`src/design/nth_prime_in_progression_core_assert.svh`:
```
// ----------------------------------------------------------------------------
// nth_prime_in_progression_core assertion macros
// property shorthands used by the core's checks
// ----------------------------------------------------------------------------
`ifndef NTH_PRIME_IN_PROGRESSION_CORE_ASSERT_SVH
`define NTH_PRIME_IN_PROGRESSION_CORE_ASSERT_SVH

// same-cycle implication
`define NPP_ASSERT_NOW(lbl, ante, cons, msg) \
  lbl: assert property (@(posedge clk) disable iff (rst) (ante) |-> (cons)) else $error(msg);

// next-cycle implication
`define NPP_ASSERT_NEXT(lbl, ante, cons, msg) \
  lbl: assert property (@(posedge clk) disable iff (rst) (ante) |=> (cons)) else $error(msg);

`endif

```
`src/design/npp_pkg.sv`:
```
// ----------------------------------------------------------------------------
// npp_pkg
// shared widths and control structs of the progression prime search
// ----------------------------------------------------------------------------
`default_nettype none

package npp_pkg;

  localparam int VALUE_BITS    = 20;
  localparam int TERM_BITS     = VALUE_BITS + 1;
  localparam int DIV_BITS      = VALUE_BITS / 2 + 1;
  localparam int SQ_BITS       = 2 * DIV_BITS;
  localparam int REM_CNT_BITS  = $clog2(VALUE_BITS + 1);
  localparam int IN_DATA_BITS  = ((3 * VALUE_BITS + 7) / 8) * 8;
  localparam int OUT_DATA_BITS = ((VALUE_BITS + 7) / 8) * 8;

  typedef struct packed {
    logic load;
    logic test_init;
    logic div_start;
    logic d_adv;
    logic count_inc;
    logic term_adv;
    logic set_hit;
    logic out_load;
  } npp_cmd_t;

  typedef struct packed {
    logic want_zero;
    logic step_zero;
    logic term_gt_limit;
    logic n_lt2;
    logic n_lt4;
    logic n_even;
    logic sq_gt_n;
    logic rem_done;
    logic rem_zero;
    logic count_hit;
    logic out_free;
  } npp_status_t;

endpackage

`default_nettype wire

```
`src/design/npp_rem.sv`:
```
// ----------------------------------------------------------------------------
// npp_rem
// bit-serial restoring remainder, one dividend bit per cycle
// ----------------------------------------------------------------------------
`default_nettype none

module npp_rem (
  input  logic                          clk,
  input  logic                          rst,
  input  logic                          start,
  input  logic [npp_pkg::VALUE_BITS-1:0] dividend,
  input  logic [npp_pkg::DIV_BITS-1:0]   divisor,
  output logic                          done,
  output logic [npp_pkg::DIV_BITS-1:0]   remainder
);
  import npp_pkg::*;

  logic                    busy;
  logic [REM_CNT_BITS-1:0] cnt;
  logic [VALUE_BITS-1:0]   shreg;
  logic [DIV_BITS-1:0]     dvs;
  logic [DIV_BITS:0]       r_sh;
  logic [DIV_BITS:0]       r_next;

  always_comb begin
    r_sh   = {remainder, shreg[VALUE_BITS-1]};
    r_next = r_sh;
    if (r_sh >= {1'b0, dvs}) begin
      r_next = r_sh - {1'b0, dvs};
    end
  end

  always_ff @(posedge clk) begin
    if (rst) begin
      busy <= 1'b0;
      done <= 1'b0;
      cnt  <= '0;
    end else begin
      done <= 1'b0;
      if (start) begin
        busy <= 1'b1;
        cnt  <= REM_CNT_BITS'(VALUE_BITS);
      end else if (busy) begin
        cnt <= cnt - 1'b1;
        if (cnt == REM_CNT_BITS'(1)) begin
          busy <= 1'b0;
          done <= 1'b1;
        end
      end
    end
  end

  always_ff @(posedge clk) begin
    if (start) begin
      shreg     <= dividend;
      dvs       <= divisor;
      remainder <= '0;
    end else if (busy) begin
      shreg     <= {shreg[VALUE_BITS-2:0], 1'b0};
      remainder <= r_next[DIV_BITS-1:0];
    end
  end

endmodule

`default_nettype wire

```
`src/design/npp_dp.sv`:
```
// ----------------------------------------------------------------------------
// npp_dp
// term walk, trial divisor, prime count and result register
// ----------------------------------------------------------------------------
`default_nettype none

module npp_dp (
  input  logic                            clk,
  input  logic                            rst,
  input  logic [npp_pkg::VALUE_BITS-1:0]  start_value,
  input  logic [npp_pkg::VALUE_BITS-1:0]  stride,
  input  logic [npp_pkg::VALUE_BITS-1:0]  rank,
  input  logic                            cfg_we,
  input  logic [npp_pkg::VALUE_BITS-1:0]  cfg_wdata,
  input  logic                            out_ready,
  input  npp_pkg::npp_cmd_t               cmd,
  output npp_pkg::npp_status_t            status,
  output logic                            out_valid,
  output logic [npp_pkg::VALUE_BITS-1:0]  out_value,
  output logic                            out_found
);
  import npp_pkg::*;

  logic [VALUE_BITS-1:0] search_limit;
  logic [TERM_BITS-1:0]  term;
  logic [VALUE_BITS-1:0] step;
  logic [VALUE_BITS-1:0] want;
  logic [VALUE_BITS-1:0] count;
  logic [DIV_BITS-1:0]   d;
  logic [SQ_BITS-1:0]    sq;
  logic                  hit;
  logic [VALUE_BITS-1:0] n;
  logic                  rem_done;
  logic [DIV_BITS-1:0]   rem;

  assign n = term[VALUE_BITS-1:0];

  npp_rem u_rem (
    .clk       (clk),
    .rst       (rst),
    .start     (cmd.div_start),
    .dividend  (n),
    .divisor   (d),
    .done      (rem_done),
    .remainder (rem)
  );

  always_comb begin
    status.want_zero     = (want == '0);
    status.step_zero     = (step == '0);
    status.term_gt_limit = (term > {1'b0, search_limit});
    status.n_lt2         = (n < VALUE_BITS'(2));
    status.n_lt4         = (n < VALUE_BITS'(4));
    status.n_even        = ~n[0];
    status.sq_gt_n       = (sq > SQ_BITS'(n));
    status.rem_done      = rem_done;
    status.rem_zero      = (rem == '0);
    status.count_hit     = (({1'b0, count} + 1'b1) == {1'b0, want});
    status.out_free      = ~out_valid | out_ready;
  end

  always_ff @(posedge clk) begin
    if (rst) begin
      search_limit <= '1;
      out_valid    <= 1'b0;
      hit          <= 1'b0;
    end else begin
      if (cfg_we) begin
        search_limit <= cfg_wdata;
      end
      if (cmd.load) begin
        hit <= 1'b0;
      end else if (cmd.set_hit) begin
        hit <= 1'b1;
      end
      if (cmd.out_load) begin
        out_valid <= 1'b1;
      end else if (out_ready) begin
        out_valid <= 1'b0;
      end
    end
  end

  always_ff @(posedge clk) begin
    if (cmd.load) begin
      term  <= {1'b0, start_value};
      step  <= stride;
      want  <= rank;
      count <= '0;
    end else begin
      if (cmd.term_adv) begin
        term <= term + {1'b0, step};
      end
      if (cmd.count_inc) begin
        count <= count + 1'b1;
      end
    end
    if (cmd.test_init) begin
      d  <= DIV_BITS'(3);
      sq <= SQ_BITS'(9);
    end else if (cmd.d_adv) begin
      d  <= d + DIV_BITS'(2);
      sq <= sq + SQ_BITS'({d, 2'b00}) + SQ_BITS'(4);
    end
    if (cmd.out_load) begin
      out_value <= hit ? n : '0;
      out_found <= hit;
    end
  end

endmodule

`default_nettype wire

```
`src/design/npp_ctrl.sv`:
```
// ----------------------------------------------------------------------------
// npp_ctrl
// sequencer for the term walk and the trial division loop
// ----------------------------------------------------------------------------
`default_nettype none

module npp_ctrl (
  input  logic                 clk,
  input  logic                 rst,
  input  logic                 in_valid,
  output logic                 in_ready,
  input  npp_pkg::npp_status_t status,
  output npp_pkg::npp_cmd_t    cmd
);
  import npp_pkg::*;

  localparam logic [2:0] S_IDLE  = 3'd0;
  localparam logic [2:0] S_CHECK = 3'd1;
  localparam logic [2:0] S_SQ    = 3'd2;
  localparam logic [2:0] S_DIV   = 3'd3;
  localparam logic [2:0] S_PRIME = 3'd4;
  localparam logic [2:0] S_COMP  = 3'd5;
  localparam logic [2:0] S_DONE  = 3'd6;

  logic [2:0] state;
  logic [2:0] state_next;

  assign in_ready = (state == S_IDLE);

  always_comb begin
    state_next = state;
    cmd        = '0;
    case (state)
      S_IDLE: begin
        if (in_valid) begin
          cmd.load   = 1'b1;
          state_next = S_CHECK;
        end
      end
      S_CHECK: begin
        if (status.want_zero || status.term_gt_limit) begin
          state_next = S_DONE;
        end else if (status.n_lt2) begin
          state_next = S_COMP;
        end else if (status.n_lt4) begin
          state_next = S_PRIME;
        end else if (status.n_even) begin
          state_next = S_COMP;
        end else begin
          cmd.test_init = 1'b1;
          state_next    = S_SQ;
        end
      end
      S_SQ: begin
        if (status.sq_gt_n) begin
          state_next = S_PRIME;
        end else begin
          cmd.div_start = 1'b1;
          state_next    = S_DIV;
        end
      end
      S_DIV: begin
        if (status.rem_done) begin
          if (status.rem_zero) begin
            state_next = S_COMP;
          end else begin
            cmd.d_adv  = 1'b1;
            state_next = S_SQ;
          end
        end
      end
      S_PRIME: begin
        if (status.count_hit || status.step_zero) begin
          cmd.set_hit = 1'b1;
          state_next  = S_DONE;
        end else begin
          cmd.count_inc = 1'b1;
          cmd.term_adv  = 1'b1;
          state_next    = S_CHECK;
        end
      end
      S_COMP: begin
        if (status.step_zero) begin
          state_next = S_DONE;
        end else begin
          cmd.term_adv = 1'b1;
          state_next   = S_CHECK;
        end
      end
      S_DONE: begin
        if (status.out_free) begin
          cmd.out_load = 1'b1;
          state_next   = S_IDLE;
        end
      end
      default: begin
        state_next = S_IDLE;
      end
    endcase
  end

  always_ff @(posedge clk) begin
    if (rst) begin
      state <= S_IDLE;
    end else begin
      state <= state_next;
    end
  end

endmodule

`default_nettype wire

```
`src/design/nth_prime_in_progression_core.sv`:
```
// ----------------------------------------------------------------------------
// nth_prime_in_progression_core: rank-th prime of start + k*stride
// one request at a time; each term is screened (limit, below 2, 2 and 3, even), then trial-divided by odd divisors
// from 3 while divisor squared <= term; the result is loaded once the output register is free
// s_axis_tready rises in the same cycle as m_axis_tvalid; rst (sync, high) clears control, limit all ones
// ----------------------------------------------------------------------------
`default_nettype none

module nth_prime_in_progression_core (
  input  logic                               clk,
  input  logic                               rst,
  input  logic                               cfg_we,
  input  logic [npp_pkg::VALUE_BITS-1:0]     cfg_wdata,
  input  logic                               s_axis_tvalid,
  output logic                               s_axis_tready,
  // start_value, stride, rank, zero pad
  input  logic [npp_pkg::IN_DATA_BITS-1:0]   s_axis_tdata,
  output logic                               m_axis_tvalid,
  input  logic                               m_axis_tready,
  // prime_value, zero pad
  output logic [npp_pkg::OUT_DATA_BITS-1:0]  m_axis_tdata,
  // found
  output logic [0:0]                         m_axis_tuser
);
  import npp_pkg::*;

  npp_cmd_t              cmd;
  npp_status_t           status;
  logic [VALUE_BITS-1:0] out_value;
  logic                  out_found;

  npp_ctrl u_ctrl (
    .clk      (clk),
    .rst      (rst),
    .in_valid (s_axis_tvalid),
    .in_ready (s_axis_tready),
    .status   (status),
    .cmd      (cmd)
  );

  npp_dp u_dp (
    .clk         (clk),
    .rst         (rst),
    .start_value (s_axis_tdata[VALUE_BITS-1:0]),
    .stride      (s_axis_tdata[2*VALUE_BITS-1:VALUE_BITS]),
    .rank        (s_axis_tdata[3*VALUE_BITS-1:2*VALUE_BITS]),
    .cfg_we      (cfg_we),
    .cfg_wdata   (cfg_wdata),
    .out_ready   (m_axis_tready),
    .cmd         (cmd),
    .status      (status),
    .out_valid   (m_axis_tvalid),
    .out_value   (out_value),
    .out_found   (out_found)
  );

  assign m_axis_tdata = OUT_DATA_BITS'(out_value);
  assign m_axis_tuser = out_found;

  `include "nth_prime_in_progression_core_assert.svh"

  `NPP_ASSERT_NOW(a_miss_zero, m_axis_tvalid && !m_axis_tuser[0], m_axis_tdata == '0, "miss with nonzero value")
  `NPP_ASSERT_NOW(a_hit_ge2, m_axis_tvalid && m_axis_tuser[0], m_axis_tdata >= OUT_DATA_BITS'(2), "hit below two")
  `NPP_ASSERT_NEXT(a_one_request, s_axis_tvalid && s_axis_tready, !s_axis_tready, "second request taken while busy")

endmodule

`default_nettype wire
```
`config.mk`:
```
export PLATFORM = sky130hd
export DESIGN_NAME = nth_prime_in_progression_core
export DESIGN_NICKNAME = d
export VERILOG_FILES = /design/src/design/npp_pkg.sv /design/src/design/npp_rem.sv /design/src/design/npp_dp.sv /design/src/design/npp_ctrl.sv /design/src/design/nth_prime_in_progression_core.sv
export VERILOG_INCLUDE_DIRS = /design/src /design/src/design
export SDC_FILE = /design/constraint.sdc
export NUM_CORES = 1
export LEC_CHECK = 0
export ABC_AREA = 1
export BUFFER_PORTS_ARGS = -buffer_cell sky130_fd_sc_hd__clkbuf_2
export CAP_MARGIN = 10
export CELL_PAD_IN_SITES_DETAIL_PLACEMENT = 1
export CELL_PAD_IN_SITES_GLOBAL_PLACEMENT = 1
export CORE_ASPECT_RATIO = 1.2
export CORE_MARGIN = 1.5
export CORE_UTILIZATION = 48
export DETAILED_ROUTE_END_ITERATION = 10
export PLACE_DENSITY = 0.94
export SLEW_MARGIN = 20
export SYNTH_ARGS = -nofsm -noshare
export SYNTH_HDL_FRONTEND = slang
export SYNTH_SLANG_ARGS = --single-unit
```
`constraint.sdc`:
```
create_clock -name clk -period 4.4 [get_ports clk]
set_clock_uncertainty 0.15 [all_clocks]
set_input_delay 0.22 -clock clk [delete_from_list [all_inputs] [get_ports clk]]
set_output_delay 0.22 -clock clk [all_outputs]
set_load 0.03 [all_outputs]
```
Yosys cells after proc, flatten, opt, wreduce, memory -nomap -nowiden
Cells that the tools add are included.
{ "word_totals": {"register_bits": 209, "latchBits": 0, "ramBits": 0, "romBits": 0, "in_bits": 89, "output_inout_bits": 27, "elab_cells": 105, "n_memories": 0} }
{ "classes": {"add_sub_neg": 8, "multipliers": 0, "div_mod_pow": 0, "order_cmp": 5, "eq_ne": 11, "n_shift": 0, "n_mux": 45, "n_bitwise": 3, "n_reduce_logical": 13} }
{ "ops": {"columns": ["cell", "count"], "rows": [
  ["$mux W20", 4],
  ["$logic_not A20 Y1", 2],
  ["$mux W3", 11],
  ["$mux W1", 24],
  ["$add A22 B13 Y22", 1],
  ["$add A22 B3 Y22 const B", 1],
  ["$gt A22 B20 Y1", 1],
  ["$add A20 B1 Y21 const B", 1],
  ["$add A21 B20 Y21", 1],
  ["$eq A21 B20 Y1", 1],
  ["$gt A21 B20 Y1", 1],
  ["$pmux W3 S7", 1],
  ["$add A20 B1 Y20 const B", 1],
  ["$lt A20 B2 Y1 const B", 1],
  ["$lt A20 B3 Y1 const B", 1],
  ["$ge A12 B11 Y1", 1],
  ["$add A11 B2 Y11 const B", 1],
  ["$logic_not A11 Y1", 1],
  ["$mux W11", 1],
  ["$sub A11 B11 Y11", 1],
  ["$mux W5", 2],
  ["$eq A3 B3 Y1 const B", 3],
  ["$eq A3 B2 Y1 const B", 2],
  ["$reduce_bool A2 Y1", 3],
  ["14 further kinds", 18]
]} }

Longest topological paths before layout
{ "depth": {"depth_word": 7, "mapped_depth": 18, "depth_no_buf": 18} }

Hierarchy
Synthesis repeated with hierarchy kept, for this count alone.
{ "hier_totals": {"cells_unflattened": 1604, "hier_area_um2": 12368.1} }
{ "modules_own_cells": {"columns": ["mod", "instances", "cells_each", "area_per_inst_um2", "seq_area_each_um2"], "rows": [
  ["npp_dp", 1, 1167, 9143.8, 3873.7],
  ["npp_rem", 1, 357, 2763.9, 1291.2],
  ["npp_ctrl", 1, 75, 426.7, 60.1],
  ["nth_prime_in_progression_core", 1, 5, 33.8, 0.0]
]} }

Worst setup path after synthesis
No wires, ideal clock.
{ "synth_timing": {"kind": "register -> register", "from": "reg u_ctrl.state[0]", "to": "reg u_dp.step[0], enable pin", "t_arrival_ns": 2.963, "required_ns": 3.830, "slack_ns": 0.867, "stages_incl_launch_ff": 5, "path_buffers": 1, "synth_period_minus_slack_ns": 3.533, "path_cell_list": "dfxtp_1 nor3_1 inv_1 nor2_2 clkbuf_1"} }
{ "synth_lines": {"columns": ["item", "line", "text"], "rows": [
  ["start: declaration", "npp_ctrl.sv:25", "logic [2:0] state;"],
  ["start signal: assignment", "npp_ctrl.sv:106", "state <= state_next;"],
  ["end signal: assignment", "npp_dp.sv:87", "step <= stride;"],
  ["end: declaration", "npp_dp.sv:26", "logic [VALUE_BITS-1:0] step;"]
]} }

Worst setup path after layout
{ "layout_timing": {"from": "reg u_dp.term[1]", "to": "reg u_dp.term[18] (data pin)"} }
{ "layout_between": {"elab_chain_cells": 3} }
{ "layout_lines": {"columns": ["item", "line", "text"], "rows": [
  ["start: declaration", "npp_dp.sv:25", "logic [TERM_BITS-1:0] term;"],
  ["start signal: assignment", "npp_dp.sv:86", "term <= {1'b0, start_value};"],
  ["start signal: assignment", "npp_dp.sv:92", "term <= term + {1'b0, step};"],
  ["$add A21 B20 Y21", "npp_dp.sv:92", null],
  ["$mux W20", "npp_dp.sv:91", "if (cmd.term_adv) begin"],
  ["$mux W20", "npp_dp.sv:85", "if (cmd.load) begin"]
]} }
No other way between the ends. The select of a mux whose other input is x is not followed.
A chain may end at the register's enable or synchronous reset.

==> flow_summary.toml <==
[timing]
worst_pin_slew_ns = 1.050
clock.fmax_ghz = 0.2468
setup_viol = 0
finalMaxSlewViolations = 0
fin_crit_sh_pct = 92.11
holdWs_ns = 0.08711
setup_tns_ns = 0
slew_headroom_pct = 29.81
finalHoldViolations = 0
post-route-min-period_ns = 4.053
rsz0062_at_grt = "no"

[yosys]
syn_area_per_cell_sq_um = 8.136
synthCells = 1451
ys_seq_area_share_pct = 44.01
synthTopCellsByArea = "edfxtp_1 (28%), dfxtp_1 (16%), nand2_1 (10%)"
synthFlopType = "edfxtp_1"
synth_seq_cells = 204
synth.largest_area_cell = "edfxtp_1"
synth-edff-count = 111
yosysWarnings = 0
synth.cell_area_sq_um = 11810
yosys.cell_types.count = 49
synth_top_area_share_pct = 28.24
post-synth-top-count-cell = "nand2_1"
synth_commonest_cells = "nand2_1 (327), inv_1 (203), a21oi_1 (116)"
synthArstFlopShare_pct = 0

[floorplan]
start_util_pct = 49.09
die_area_sq_um = 25550
die_w_microns = 146.2
dieHeight_microns = 174.8
coreArea_sq_um = 24050
ios = 116
row_count = 62

[pwr]
p_clk_share_pct = 21.2
p_comb_share_pct = 43.4
swShare_pct = 47.96
power.density_nw_per_um2 = 668.1
power.switching_mw = 4.537
p_leak_nw = 6.691
power.internal_mw = 4.923
peakVddDrop_mv = 0.4715
p_seq_share_pct = 35.4
power_mw = 9.461

[worst_hold_path]
hold_start = "s_axis_tvalid"
hp-class = "in2reg"

[global_route]
grt_pass1_vias = 13721
grt_overflow = 0
grt_max_degree = 76
antenna_found_initial = 8
grt.total_usage_pct = 42.17
grt_pass1_wl_microns = 81110

[cells_and_area]
drive_above_1_share_pct = 11.24
final.fill_count = 2904
layout.nets = 1823
syn2layout_area_growth_pct = 19.95
utilization_pct = 58.88

[cts]
cts_resized = 0
cts_sinks = 204
clkTransAtPathRegs_ns = 0.07
root_buffer = "clkbuf_16"
clk_latency_ns = 0.58
h-tree-depth = 1
cts_tree = "yes"
clockBufferDepth = 3
cts_buffers = 23

[critical_path]
crit_fanout = 5
worst_setup_path_start_kind = "flip-flop"
timing.rr.start = "u_dp.term[1]"
path_cells = "inv_1, fa_1, nand3b_1, nand3_1, a21oi_1, o21ai_0, a21boi_0, o21ai_0, nand3_1, nand2_1, nand2_1, nand3_1, nand2_1"
r2r_slack_ns = 0.35
cp_num_buf_inv = 1
crit_required_ns = 4.56
cpLargestDelayFamily = "compound AO/OA/AOI/OAI gates"
crit_path_start = "u_dp.term[1]"
crit_path_top_delay_cell = "edfxtp_1"
end_kind = "flip-flop"
crit_arrival_ns = 4.21
path_class = "reg2reg"
cpPeakStageDelay_ns = 0.59

[routing]
wire_per_inst_microns = 27.10
drc = 0
ant_nets = 0
first_pass_iters = 6
vias = 12631
viasPerCell = 6.383
drt-total-wl_microns = 53630
drtIter0Drc = 1249

[place]
port_buffers = 107
place.detailed.hpwl_microns = 27230
globalplace.congestion = 0.8647

[outcome]
outcome = "completed"

[run]
cap_viol_max_count = 0
state kept, by name, indices dropped and copies added (netlist names), 3 cells and up:
name,flops
u_ctrl.state,3
u_dp.count,20
u_dp.d,10
u_dp.out_value,20
u_dp.search_limit,20
u_dp.sq,19
u_dp.step,20
u_dp.term,21
u_dp.u_rem.cnt,5
u_dp.u_rem.dvs,10
u_dp.u_rem.remainder,11
u_dp.u_rem.shreg,20
u_dp.want,20
cells by family after synthesis:
kind of cell / count (synthesis) / synth area share (%)
simple gates: 616 / 23.17
compound gates: 256 / 11.68
buf+inv: 244 / 8.140
flops: 204 / 44.01
fa+ha+maj: 95 / 10.26
xor+xnor: 35 / 2.713
other cells: 1 / 0.03177
power by group through the flow:
stage,Clock [mW],Sequential (mW),Combinational (mW)
2_1_floorplan,0,2.98,2.39
3_3_place_gp,0,3.19,2.97
3_5_place_dp,0,3.23,3.32
4_1_cts,1.89,3.22,3.60
5_1_grt,2.03,3.35,4.35
6_report,2.00,3.35,4.11
worst reg2reg max path, stage by stage, from the launching register on:
cell and delay, ns:
edfxtp_1 0.59, inv_1 0.25, fa_1 0.50, nand3b_1 0.24, nand3_1 0.24, a21oi_1 0.21
o21ai_0 0.40, a21boi_0 0.21, o21ai_0 0.44, nand3_1 0.22, nand2_1 0.13, nand2_1 0.07
nand3_1 0.08, nand2_1 0.08
through the flow:
step           area (sq um)  cells  setup slack, ns
6_report              14160   1979           0.3474
3_3_place_gp          12640   1853            1.189
4_1_cts               14150   1975           0.7747
5_1_grt               14150   1976           0.3722
3_5_place_dp          12640   1853           0.8523
2_1_floorplan         11820   1454           0.8673
path summary, 6_finish.rpt:
path,cells past startpoint,end
worst max-delay path,13,u_dp.term[18]
worst min-delay path,5,u_ctrl.state[0]
worst max register to register,13,u_dp.term[18]
worst min register to register,2,u_dp.search_limit[3]
cells in the final DEF (no fill, tap or decap), types with 5 or more instances in the layout:
cell,count
nand4_1,32
xor2_1,20
buf_4,9
o21ai_0,106
or2_2,10
inv_1,203
edfxtp_1,111
clkbuf_16,23
nor4_1,12
nand2_1,327
nand3_1,89
ha_1,92
xnor2_1,14
nor2_1,86
nor3_1,25
a211oi_2,6
clkinv_2,5
dlygate4sd3_1,81
clkinv_1,6
clkbuf_1,6
clkbuf_2,107
nand3b_1,6
nor2_4,6
a21oi_1,116
o21ai_1,7
dfxtp_1,93
nand2_2,5
routing by layer:
layer  share of wire, %  up-vias  global-route usage, %  wire length [microns]
li1                   -     5242                      -                      -
met1                 31     5911                  40.38                  16850
met2                 47     1002                  70.28                  25330
met3                9.8      466                  14.02                   5267
met4                 11       10                  41.33                   6124
met5               0.11        -                      0                     59
final cells by class:
class,instances,area (sq um),area share [%]
multi-input combinational,1006,5665,40.01
clock inverter,11,86.33,0.6097
timing repair buffer,197,1414,9.985
antenna,4,10.01,0.07069
inverter,207,777.0,5.487
clock buffer,30,611.8,4.321
sequential,204,5195,36.69
tap,320,400.4,2.828
timing repair:
action	4_1_cts	5_1_grt
endpoints found under the hold margin	81	0
buffers inserted	0	0
hold buffers	81	0
(Power assumes the default switching activity.)
